## src/rtl/core/fcw_pkg.sv

```systemverilog
// Shared types and constants for the FAT12 cluster chain walker.
package fcw_pkg;

  localparam int CLUSTER_W = 12;
  localparam int SIZE_W    = 24;
  localparam int SECTOR_W  = 16;
  localparam int COUNT_W   = 10;
  localparam int IDX_W     = 13;
  localparam int STATUS_W  = 2;
  localparam int IN_DATA_W = 72;
  localparam int OUT_DATA_W = 32;

  localparam logic FUNC_LOAD    = 1'b0;
  localparam logic FUNC_EXTRACT = 1'b1;

  localparam logic [STATUS_W-1:0] STATUS_OK    = 2'd0;
  localparam logic [STATUS_W-1:0] STATUS_TRUNC = 2'd1;
  localparam logic [STATUS_W-1:0] STATUS_RANGE = 2'd2;

  localparam logic [CLUSTER_W-1:0] END_MARK  = 12'hFFF;
  localparam logic [CLUSTER_W-1:0] FREE_MARK = 12'h000;

  typedef enum logic [1:0] {
    ST_IDLE,
    ST_EMIT,
    ST_CHECK
  } fcw_state_t;

  typedef struct packed {
    logic                start;
    logic                wr;
    logic                step;
    logic                rd;
    logic                push;
    logic                late;
    logic                last;
    logic [STATUS_W-1:0] status;
    logic                advance;
  } fcw_cmd_t;

  typedef struct packed {
    logic rem_done;
    logic idx_oob;
    logic go;
    logic run_full;
  } fcw_sts_t;

endpackage

```

## src/rtl/core/fcw_ctrl.sv

```systemverilog
// Controller state machine for the FAT12 cluster chain walker.
module fcw_ctrl
  import fcw_pkg::*;
(
  input  logic     clk,
  input  logic     rst_n,
  input  logic     in_tvalid,
  output logic     in_tready,
  input  logic     in_tuser,
  output logic     out_tvalid,
  input  logic     out_tready,
  input  fcw_sts_t sts,
  output fcw_cmd_t cmd
);

  fcw_state_t state_r, state_nxt;
  logic       out_valid_r, out_valid_nxt;
  logic       out_free;

  assign out_free   = !out_valid_r || out_tready;
  assign out_tvalid = out_valid_r;

  always_ff @(posedge clk) begin
    if (!rst_n) begin
      state_r     <= ST_IDLE;
      out_valid_r <= 1'b0;
    end else begin
      state_r     <= state_nxt;
      out_valid_r <= out_valid_nxt;
    end
  end

  always_comb begin
    state_nxt = state_r;
    cmd       = '0;
    in_tready = 1'b0;
    case (state_r)
      ST_IDLE: begin
        in_tready = 1'b1;
        if (in_tvalid) begin
          if (in_tuser == FUNC_EXTRACT) begin
            cmd.start = 1'b1;
            state_nxt = ST_EMIT;
          end else begin
            cmd.wr = 1'b1;
          end
        end
      end
      ST_EMIT: begin
        if (out_free) begin
          cmd.step = 1'b1;
          if (sts.rem_done || sts.idx_oob) begin
            cmd.push   = 1'b1;
            cmd.last   = 1'b1;
            cmd.status = sts.rem_done ? STATUS_OK : STATUS_RANGE;
            state_nxt  = ST_IDLE;
          end else begin
            cmd.rd    = 1'b1;
            state_nxt = ST_CHECK;
          end
        end
      end
      ST_CHECK: begin
        if (out_free) begin
          cmd.push = 1'b1;
          cmd.late = 1'b1;
          if (!sts.go) begin
            cmd.last   = 1'b1;
            cmd.status = STATUS_OK;
            state_nxt  = ST_IDLE;
          end else if (sts.run_full) begin
            cmd.last   = 1'b1;
            cmd.status = STATUS_TRUNC;
            state_nxt  = ST_IDLE;
          end else begin
            cmd.advance = 1'b1;
            state_nxt   = ST_EMIT;
          end
        end
      end
      default: state_nxt = ST_IDLE;
    endcase
    out_valid_nxt = cmd.push ? 1'b1 : (out_tready ? 1'b0 : out_valid_r);
  end

  a_push_free: assert property (@(posedge clk) disable iff (!rst_n)
    cmd.push |-> (!out_valid_r || out_tready))
    else $error("result pushed over an untaken result");

  a_last_idle: assert property (@(posedge clk) disable iff (!rst_n)
    (cmd.push && cmd.last) |=> (state_r == ST_IDLE))
    else $error("run did not end after final result");

  a_rd_check: assert property (@(posedge clk) disable iff (!rst_n)
    cmd.rd |=> (state_r == ST_CHECK))
    else $error("table read not followed by check");

  a_status_final: assert property (@(posedge clk) disable iff (!rst_n)
    (cmd.push && !cmd.last) |-> (cmd.status == STATUS_OK))
    else $error("nonzero status on a non-final result");

endmodule

```

## config.mk

```make
export PLATFORM = sky130hd
export DESIGN_NAME = fcw_ctrl
export DESIGN_NICKNAME = d
export VERILOG_FILES = /design/src/rtl/core/fcw_pkg.sv /design/src/rtl/core/fcw_ctrl.sv
export SDC_FILE = /design/constraint.sdc
export NUM_CORES = 1
export LEC_CHECK = 0
export BUFFER_PORTS_ARGS = -buffer_cell sky130_fd_sc_hd__buf_2
export CORE_AREA = 2 2 39 41
export CTS_CLUSTER_DIAMETER = 60
export DETAILED_ROUTE_END_ITERATION = 16
export DIE_AREA = 0 0 41 43
export GPL_ROUTABILITY_DRIVEN = 0
export HOLD_SLACK_MARGIN = 0.06
export PLACE_DENSITY = 0.64
export SYNTH_ARGS = -nofsm -noshare
export SYNTH_HDL_FRONTEND = slang
export SYNTH_SLANG_ARGS = --single-unit
```

## constraint.sdc

```tcl
create_clock -name clk -period 1.1 [get_ports clk]
set_input_delay 0.11 -clock clk [delete_from_list [all_inputs] [get_ports clk]]
set_output_delay 0.11 -clock clk [all_outputs]
set_load 0.1 [all_outputs]
```

After elaboration in Yosys (flattened, before gate mapping)
Index checks and enable logic that the tools add are counted.
{"block": "op_classes", "mux": 31, "shifts": 0, "bitwise": 0, "mul": 0, "n_reduce_logical": 6, "addsub": 0, "n_div": 0, "n_eq_ne": 6, "magnitude_cmp": 0}
{"cell": "$mux W2", "n": 10}
{"cell": "$mux W3", "n": 5}
{"cell": "$mux W1", "n": 12}
{"cell": "$ne A2 B2 Y1 const B", "n": 4}
{"cell": "$mux W6", "n": 1}
{"cell": "$pmux W2 S3", "n": 1}
{"cell": "$pmux W3 S2", "n": 1}
{"cell": "$reduce_and A4 Y1", "n": 1}
{"cell": "$eq A2 B1 Y1 const B", "n": 1}
{"cell": "$eq A2 B2 Y1 const B", "n": 1}
{"cell": "$logic_not A2 Y1", "n": 1}
{"cell": "$logic_or A1 B1 Y1", "n": 2}
{"cell": "$pmux W1 S2", "n": 1}
{"cell": "$reduce_bool A2 Y1", "n": 1}
{"cell": "$logic_not A1 Y1", "n": 1}
{"block": "totals", "romBits": 0, "latchBits": 0, "ramBits": 0, "n_memories": 0, "register_bits": 3, "out_inout_bits": 12}

Depth between registers and ports, before layout
{"block": "depth", "word_depth": 5, "mapped_depth": 7, "depth_no_buf": 6}

Worst setup path after synthesis
Ideal clock, no wire load.
{"block": "synth_timing", "path_kind": "flip-flop to output port", "start": "register out_valid_r, in the netlist out_tvalid", "end": "output port cmd[2] (netlist name)", "stages_incl_launch_ff": 4, "path_buffers": 0, "arrival_time_ns": 3.079, "required_ns": 0.990, "setup_slack_ns": -2.089, "cell_sequence": "dfxtp_1 > nand2b_4 > nand2_2 > nor3_1"}
{"element": "start: declaration", "line": "fcw_ctrl.sv:17", "text": "logic out_valid_r, out_valid_nxt;"}
{"element": "start signal: assignment", "line": "fcw_ctrl.sv:29", "text": "out_valid_r <= out_valid_nxt;"}
{"element": "end: declaration", "line": "fcw_ctrl.sv:13", "text": "output fcw_cmd_t cmd"}

==> flow_summary.ini <==
[outcome]
status = finished with violations
violations = negative setup slack

[finish]
fill_cells = 98
ff_latch_area_sq_um = 71.32
multi_input_area_sq_um = 422.9
finalCoreUtilization_pct = 70.34
area_growth_pct = 181.9
final_area_sq_um = 973.4
fin_nets = 93
layout-drive-gt1-share_pct = 82.28
diodes = 0

[synthesis]
syn_inst = 43
synth_top_area_share_pct = 17.39
synth.avg_cell_area_sq_um = 8.031
ys_warn_count = 0
synth_seq_cells = 3
synth_simple_gate_area_share_pct = 29.71
yosysUniqueCellTypes = 23
ys_seq_area_share_pct = 17.39
synth_top_family_by_area = simple AND/OR/NAND/NOR gates
netlist.top_cell.by_area = dfxtp_1
synth_area_leaders = dfxtp_1, ha_1, o2bb2ai_4
synthMuxAreaShare_pct = 2.899
synth-compound-area-share_pct = 25.72
synth_fa_ha_area_share_pct = 14.49
synth_xor_area_share_pct = 0
synth.cell_area_sq_um = 345.3
syn_nets = 56

[place]
hpwl_um = 827.8
place_area_sq_um = 863.3
io_buffer_count = 20

[timing]
fin_ws_ns = -0.4056
grt_setup_unrepaired = true
finalSetupViolCount = 14
min_period_over_period_pct = 136.9
worst_slew_pin_slew_ns = 0.3328
hold_viol_final = 0
max_slew_margin_pct = 77.50
finalMaxSlewViolations = 0
min_period_ns = 1.506
max_clock_freq_mhz = 664.2
fin_skew_ns = 0.007006

[critical_path]
critPathArrivalTime_ns = 1.40
worstReg2RegEnd = state_r[1]
path_class = flip-flop to primary output
r2r_setup_slack_ns = -0.24
cp-start-kind = flip-flop
cp-end-kind = primary output
worst_ep_required_time_ns = 0.99
r2r-start = state_r[0]
critPathMaxFanout = 3
reg2regPathDepth = 5

[drt]
ant_nets = 0
wl_um = 1144
drt-met1-wl_um = 441
post_drt_wl_per_cell_um = 12.04
dr.pass1.iters = 2
maxUsedRoutingLayer = met4
num_vias = 425
wl_met2_um = 638
drtIter0Drc = 5
viasPerCell = 4.474
routed-wl-met3_um = 48
drc = 0

[global_route]
grt_use_total_pct = 13.96
grt_max_degree = 6
grt_overflow = 0
grt_pass1_wl_um = 1600
grt_antenna_before_repair = 0
first_global_vias = 402

[job]
drv_cap = 0

[power]
leakage_uw = 0.0004006
ir_worst_vdd_uv = 1082
power.density_nw_per_um2 = 1429

[die]
die_area_sq_um = 1763
die_h_um = 43
pin_count = 21
die_w_um = 41
rows = 14
core_area_sq_um = 1384
start_util_pct = 24.95

[cts]
cts-buffers-inserted = 3
cts-root-buf = clkbuf_4
cts_hold_buf = 0
worstSkewPairLatency_ns = 0.24
h-tree-depth = 1
clkTransAtPathRegs_ns = 0.04
clock_path_buffers = 2
cts_sinks = 3
cts_tree = yes

[worst_hold_path]
hold_depth = 3
min_from = rst_n
hold_end = state_r[0]
holdCritPathClass = input port to flip-flop
-- cells by family (layout without fill, tap and decap cells) --
family                     Yosys count  after routing
and+or+nand+nor                     19             19
AOI/OAI and AO/OA                    8              8
buffers and inverters                8             44
adders and majority gates            4              4
DFF                                  3              3
muxes                                1              1
-- stage by stage --
stage	setup WS, ns	power [uW]	setup TNS (ns)	hold WS [ns]	std cells
2_1_floorplan	-0.5406	806.5	-3.710	0.2384	43
3_3_place_gp	-0.1867	1087	-1.304	0.3799	87
3_5_place_dp	-0.2340	1094	-1.609	0.3804	87
4_1_cts	-0.4144	1359	-3.888	0.1340	93
5_1_grt	-0.4619	1443	-4.531	0.1505	95
6_report	-0.4056	1392	-3.913	0.1333	95
-- state kept, by name, indices dropped and copies added, names as in the netlist --
| register | cells |
|---|---|
| out_tvalid | 1 |
| state_r | 2 |
-- worst max path at each step --
stage                     from    endpoint  slack, ns  cells after the start
floorplan           state_r[0]      cmd[2]      -0.54                      4
global placement    state_r[0]      cmd[5]      -0.19                      5
detailed placement  state_r[0]  state_r[0]      -0.23                      5
CTS                 state_r[1]      cmd[5]      -0.41                      7
global route        state_r[1]      cmd[6]      -0.46                      6
finish              state_r[1]      cmd[5]      -0.41                      7
-- placed cells by master (no fill, tap or decap), types with 2 or more instances in the layout --
master / instances
buf_2: 8
buf_12: 12
nor3_4: 2
nor2_4: 4
clkbuf_4: 3
ha_4: 3
buf_4: 12
inv_4: 2
inv_1: 3
nand3_1: 2
dfxtp_4: 3
nand2_4: 3
-- synth_stat cells (all sizes together) --
cell type,count
o21ba,1
buf,1
o41ai,1
nand2,5
mux2i,1
o21ai,2
ha,4
o2bb2ai,1
dfxtp,3
and3,1
nand3,3
nor4b,1
a31oi,1
a21boi,2
nand2b,2
inv,7
nor3,2
nor2,5
-- worst max-delay path, cell delays in order, from the launching register on --
cell and delay (ns):
dfxtp_4 0.36, inv_4 0.07, ha_4 0.16, nand2_8 0.08, inv_16 0.06, o21ai_4 0.06, a21boi_2 0.18, buf_12 0.19
-- per-layer routing --
metal,up-vias,track usage [%]
li1,222,-
met1,186,17.36
met2,15,20.00
met3,2,3.141
met4,0,10.00
met5,-,0
-- final cells by class --
type,count,area share [%]
Clock buffer,4,2.699
Inverter,7,5.270
Multi-Input combinational cell,32,43.44
Sequential cell,3,7.326
Tap cell,16,2.057
Timing Repair Buffer,33,39.20
-- where the power goes --
group	internal [uW]	leakage (uW)	switching [uW]
logic	448	0.000359	597
clock network	136	0.0000150	65.4
registers	124	0.0000267	21.1
total	708	0.000401	683
-- repair_timing --
| action | CTS | global route |
|---|---|---|
| gates resized for setup | 8 | 3 |
| buffers inserted | 2 | 2 |
| endpoints found under the hold margin | 0 | 0 |
| gates cloned | 0 | 0 |
| pin swaps | 7 | 3 |
| endpoints found under the setup margin | 14 | 14 |
Power figures use the tool's default switching activity.
